[config.mk]
export PLATFORM = sky130hd
export DESIGN_NAME = bb3_window
export DESIGN_NICKNAME = d
export VERILOG_FILES = /design/src/rtl/bb3_pkg.sv /design/src/rtl/bb3_window.sv
export SDC_FILE = /design/constraint.sdc
export NUM_CORES = 1
export LEC_CHECK = 0
export ABC_CLOCK_PERIOD_IN_PS = 13500
export BUFFER_PORTS_ARGS = -buffer_cell sky130_fd_sc_hd__buf_2
export CORE_MARGIN = 5
export CORE_UTILIZATION = 55
export DETAILED_ROUTE_END_ITERATION = 6
export PLACE_DENSITY = 0.84
export SETUP_SLACK_MARGIN = 0.2
export SYNTH_ARGS = -nofsm -noshare
export SYNTH_HDL_FRONTEND = slang
export SYNTH_SLANG_ARGS = --single-unit
[constraint.sdc]
create_clock -name aclk -period 13.5 [get_ports aclk]
set_clock_uncertainty 0.05 [all_clocks]
set_input_delay 2.025 -clock aclk [delete_from_list [all_inputs] [get_ports aclk]]
set_output_delay 2.025 -clock aclk [all_outputs]
set_load 0.01 [all_outputs]
[src/rtl/bb3_pkg.sv]
// ----------------------------------------------------------------------------
// bb3_pkg: shared types and constants of the 3x3 box blur
// Pixel and window column types, frame size limits, register codes.
// ----------------------------------------------------------------------------
package bb3_pkg;

    // frame size limits
    localparam int MAX_WIDTH  = 1024;
    localparam int MAX_HEIGHT = 4096;

    localparam int COL_W    = $clog2(MAX_WIDTH);
    localparam int WIDTH_W  = $clog2(MAX_WIDTH + 1);
    localparam int PEND_W   = $clog2(MAX_WIDTH + 2);
    localparam int ROW_W    = $clog2(MAX_HEIGHT);
    localparam int HEIGHT_W = $clog2(MAX_HEIGHT + 1);

    // register fields as written
    localparam int IMG_WIDTH_FIELD_W  = 11;
    localparam int IMG_HEIGHT_FIELD_W = 13;
    localparam int CFG_DATA_W         = 13;
    localparam int CFG_IDX_W          = 2;

    localparam logic [CFG_IDX_W-1:0] CFG_IMAGE_WIDTH  = CFG_IDX_W'(0);
    localparam logic [CFG_IDX_W-1:0] CFG_IMAGE_HEIGHT = CFG_IDX_W'(1);

    localparam int WIDTH_RESET  = (1024 > MAX_WIDTH) ? MAX_WIDTH : 1024;
    localparam int HEIGHT_RESET = 768;

    // beat kinds carried in tuser
    localparam logic ACT_PIXEL = 1'b0;
    localparam logic ACT_FLUSH = 1'b1;

    localparam int CHAN_W = 8;
    localparam int PIX_W  = 3 * CHAN_W;

    typedef struct packed {
        logic [CHAN_W-1:0] red;
        logic [CHAN_W-1:0] green;
        logic [CHAN_W-1:0] blue;
    } pixel_t;

    // one window column, oldest row on top
    typedef struct packed {
        pixel_t top;
        pixel_t mid;
        pixel_t bot;
    } col_t;

endpackage

[src/rtl/bb3_window.sv]
// ----------------------------------------------------------------------------
// bb3_window: 3x3 pixel window and its per-channel mean
// Shifts in one column per pixel; the mean covers the window after the shift.
// ----------------------------------------------------------------------------
module bb3_window (
    input  logic            aclk,
    input  logic            aresetn,
    input  logic            shift_en,
    input  bb3_pkg::col_t   col_in,
    output bb3_pkg::pixel_t mean_out
);
    import bb3_pkg::*;

    localparam int SUM_W      = $clog2(9 * 255 + 1);
    localparam int PROD_W     = 2 * SUM_W;
    // floor(s / 9) = (s * 3641) >> 15 for every s up to 9 * 255
    localparam int DIV9_MUL   = 3641;
    localparam int DIV9_SHIFT = 15;

    typedef struct packed {
        logic [SUM_W-1:0] red;
        logic [SUM_W-1:0] green;
        logic [SUM_W-1:0] blue;
    } sums_t;

    // the incoming column is the third one, so only two are held
    col_t  col_reg [2];
    sums_t sum_a;
    sums_t sum_b;
    sums_t sum_c;
    sums_t total;

    function automatic sums_t col_sum(input col_t c);
        sums_t s;
        s.red   = SUM_W'(c.top.red)   + SUM_W'(c.mid.red)   + SUM_W'(c.bot.red);
        s.green = SUM_W'(c.top.green) + SUM_W'(c.mid.green) + SUM_W'(c.bot.green);
        s.blue  = SUM_W'(c.top.blue)  + SUM_W'(c.mid.blue)  + SUM_W'(c.bot.blue);
        return s;
    endfunction

    function automatic logic [CHAN_W-1:0] div9(input logic [SUM_W-1:0] s);
        logic [PROD_W-1:0] p;
        p = PROD_W'(s) * PROD_W'(DIV9_MUL);
        return p[DIV9_SHIFT +: CHAN_W];
    endfunction

    always_ff @(posedge aclk) begin
        if (!aresetn) begin
            col_reg[0] <= '0;
            col_reg[1] <= '0;
        end else if (shift_en) begin
            col_reg[0] <= col_reg[1];
            col_reg[1] <= col_in;
        end
    end

    always_comb begin
        sum_a       = col_sum(col_reg[0]);
        sum_b       = col_sum(col_reg[1]);
        sum_c       = col_sum(col_in);
        total.red   = sum_a.red   + sum_b.red   + sum_c.red;
        total.green = sum_a.green + sum_b.green + sum_c.green;
        total.blue  = sum_a.blue  + sum_b.blue  + sum_c.blue;
        mean_out.red   = div9(total.red);
        mean_out.green = div9(total.green);
        mean_out.blue  = div9(total.blue);
    end

endmodule
==> reports/qor.yml <==
placement:
  post-dp-hpwl_um: 26170
  gp_congestion: 0.8820
  post-place-ws_ps: 1204
  port_buffers: 98
run:
  cap_violations: 0
synthesis:
  synthArstFlopShare_pct: 0
  synth_nets: 2080
  synth_cell_types: 55
  synth.top_cell.area_share_pct: 28.21
  synthCells: 1529
  ys_seq_area_share_pct: 25.71
  synth.ff_latch_count: 144
  ys_warn_count: 0
  yosys-top-cells-area: "fa_1, edfxtp_1, ha_1, inv_1, and3_1"
  ys.flop_type: "edfxtp_1"
  syn_area_um2: 16820
  synth-edff-count: 144
  yosysTopAreaCell: "fa_1"
  synth_area_per_cell_um2: 11.00
clock_tree:
  cts_buffer_depth: 2
  clock_latency_ps: 430
  cts_tree: "built"
  clkTransAtPathRegs_ps: 60
  cts-htree-levels: 4
  cts_made_buffers: 17
  post_cts_resized: 0
  cts_hold_buf: 0
  cts_setup_buffers: 0
  cts_num_sinks: 144
  clock-root-buffer: "clkbuf_16"
sta:
  rsz0062_at_grt: "false"
  min_period_over_period_pct: 91.22
  postLayoutSetupSlackWorst_ps: 1185
  setup-violations-final: 0
  max_freq_mhz: 81.20
  worst_pin_slew_ps: 1040
  finalCriticalPeriod_ps: 12310
  hold_viol_final: 0
  whs_ps: 566.9
  drv_slew: 0
  slew_headroom_pct: 30.65
  tns_ps: 0
setup_path:
  reg2regPathDepth: 1
  cp_top_family: "adder cells"
  r2r_slack_ps: 12520
  crit_fanout: 5
  end_kind: "primary output"
  rr_endpoint: "col_reg[0][2]"
  rr_startpoint: "col_reg[0][74]"
  slowest_stage: "fa_1"
  crit_type: "primary input to primary output"
  required_ps: 11430
  start_kind: "primary input"
  cp_num_buf_inv: 11
  crit_top_cell: "inv_1"
  cp.arrival_ps: 10240
  max_stage_delay_ps: 540
finish:
  final_common_cell: "inv_1"
  syn2layout_area_growth_pct: 8.956
  mostFrequentLayoutCells: "inv_1, ha_1, fa_1"
  final_nets: 2167
  drive_above_1_share_pct: 9.214
  final_util_pct: 60.23
  largest_reg_flops: 144
die:
  die_x_um: 184.9
  die_h_um: 184.9
  start_util_pct: 55.28
  dieArea_um2: 34180
  design.core.area_um2: 30430
  row_count: 64
  ios: 99
global_route:
  grt_pass1_vias: 11750
  grt_pass1_wl_um: 54980
  grt_max_degree: 85
  grt_usage_pct: 19.90
  antenna_found_initial: 5
  gr-total-overflow: 0
worst_hold_path:
  hold_class: "register to register"
  hold_depth: 1
  min_to: "col_reg[0][65]"
  hp-start: "col_reg[0][137]"
route:
  drt_iter0_drc: 576
  ant_nets: 0
  vias: 10580
  dr.pass1.iters: 5
  viasPerCell: 5.211
  post_drt_wl_per_cell_um: 15.68
  drt_wl_total_um: 31830
  drc: 0
status:
  status: "completed"
how the worst max path moves through the flow:
stage               start      endpoint  slack (ps)  depth (start not counted)
2_1_floorplan  col_in[19]  mean_out[21]        1920                         33
3_3_place_gp   col_in[19]  mean_out[21]        1400                         35
3_5_place_dp   col_in[19]  mean_out[21]        1200                         35
4_1_cts         col_in[2]   mean_out[7]        1160                         36
5_1_grt        col_in[19]  mean_out[21]         620                         35
6_report        col_in[2]   mean_out[7]        1190                         36
cells in the mapped netlist (4+ instances only):
cell and instances:
inv_1 423, ha_1 239, fa_1 237, and3_1 145, edfxtp_1 144, xor2_1 34
clkbuf_1 33, xnor2_1 32, a21oi_1 31, nor2_1 26, a21o_1 23, nand2_1 21
o21ai_0 18, nand3_1 12, nor2b_1 12, o21a_1 11, nor3_1 10, o21bai_1 7
and2_1 6, nand2b_1 5, o21ai_1 5, nand4_1 4, xnor2_2 4
metrics by stage:
stage	std cells	cell area [um2]
after global routing	2029	18320
after CTS	2024	18310
after global placement	1993	17720
after detailed placement	1993	17720
final	2030	18330
after floorplan	1529	16820
cells by family (layout without fill, tap and decap cells):
logic type                 count (synthesis)  after routing  synth area share, %
AOI/OAI and AO/OA                        131            131                5.564
xor gates and xnor gates                  72             72                4.017
adders and majority gates                478            478                46.11
buffers and inverters                    456            555                10.18
DFF                                      144            144                25.71
other                                      0              6                    0
and+or+nand+nor                          248            248                8.428
layout make-up:
| class | count | area, um2 |
|---|---|---|
| Fill cell | 2320 | 12100 |
| Inverter | 423 | 1588 |
| Clock buffer | 19 | 432.9 |
| Timing Repair Buffer | 101 | 518.0 |
| Tap cell | 396 | 495.5 |
| Antenna cell | 6 | 15.01 |
| Multi-Input combinational cell | 929 | 10790 |
| Sequential cell | 144 | 4324 |
| Clock inverter | 12 | 161.4 |
routing by layer:
layer | routed length (um) | up-vias | track usage (%) | part of all wire [%]
met3 | 931 | 71 | 2.592 | 2.9
li1 | - | 5080 | - | -
met4 | 993 | 0 | 7.428 | 3.1
met5 | 0 | - | 0 | 0
met1 | 12820 | 5229 | 24.55 | 40
met2 | 17090 | 198 | 35.82 | 54
Power is left out: the tool's default activity adds up to more than one toggle a clock period on the data nets, which glitch-free logic cannot reach.
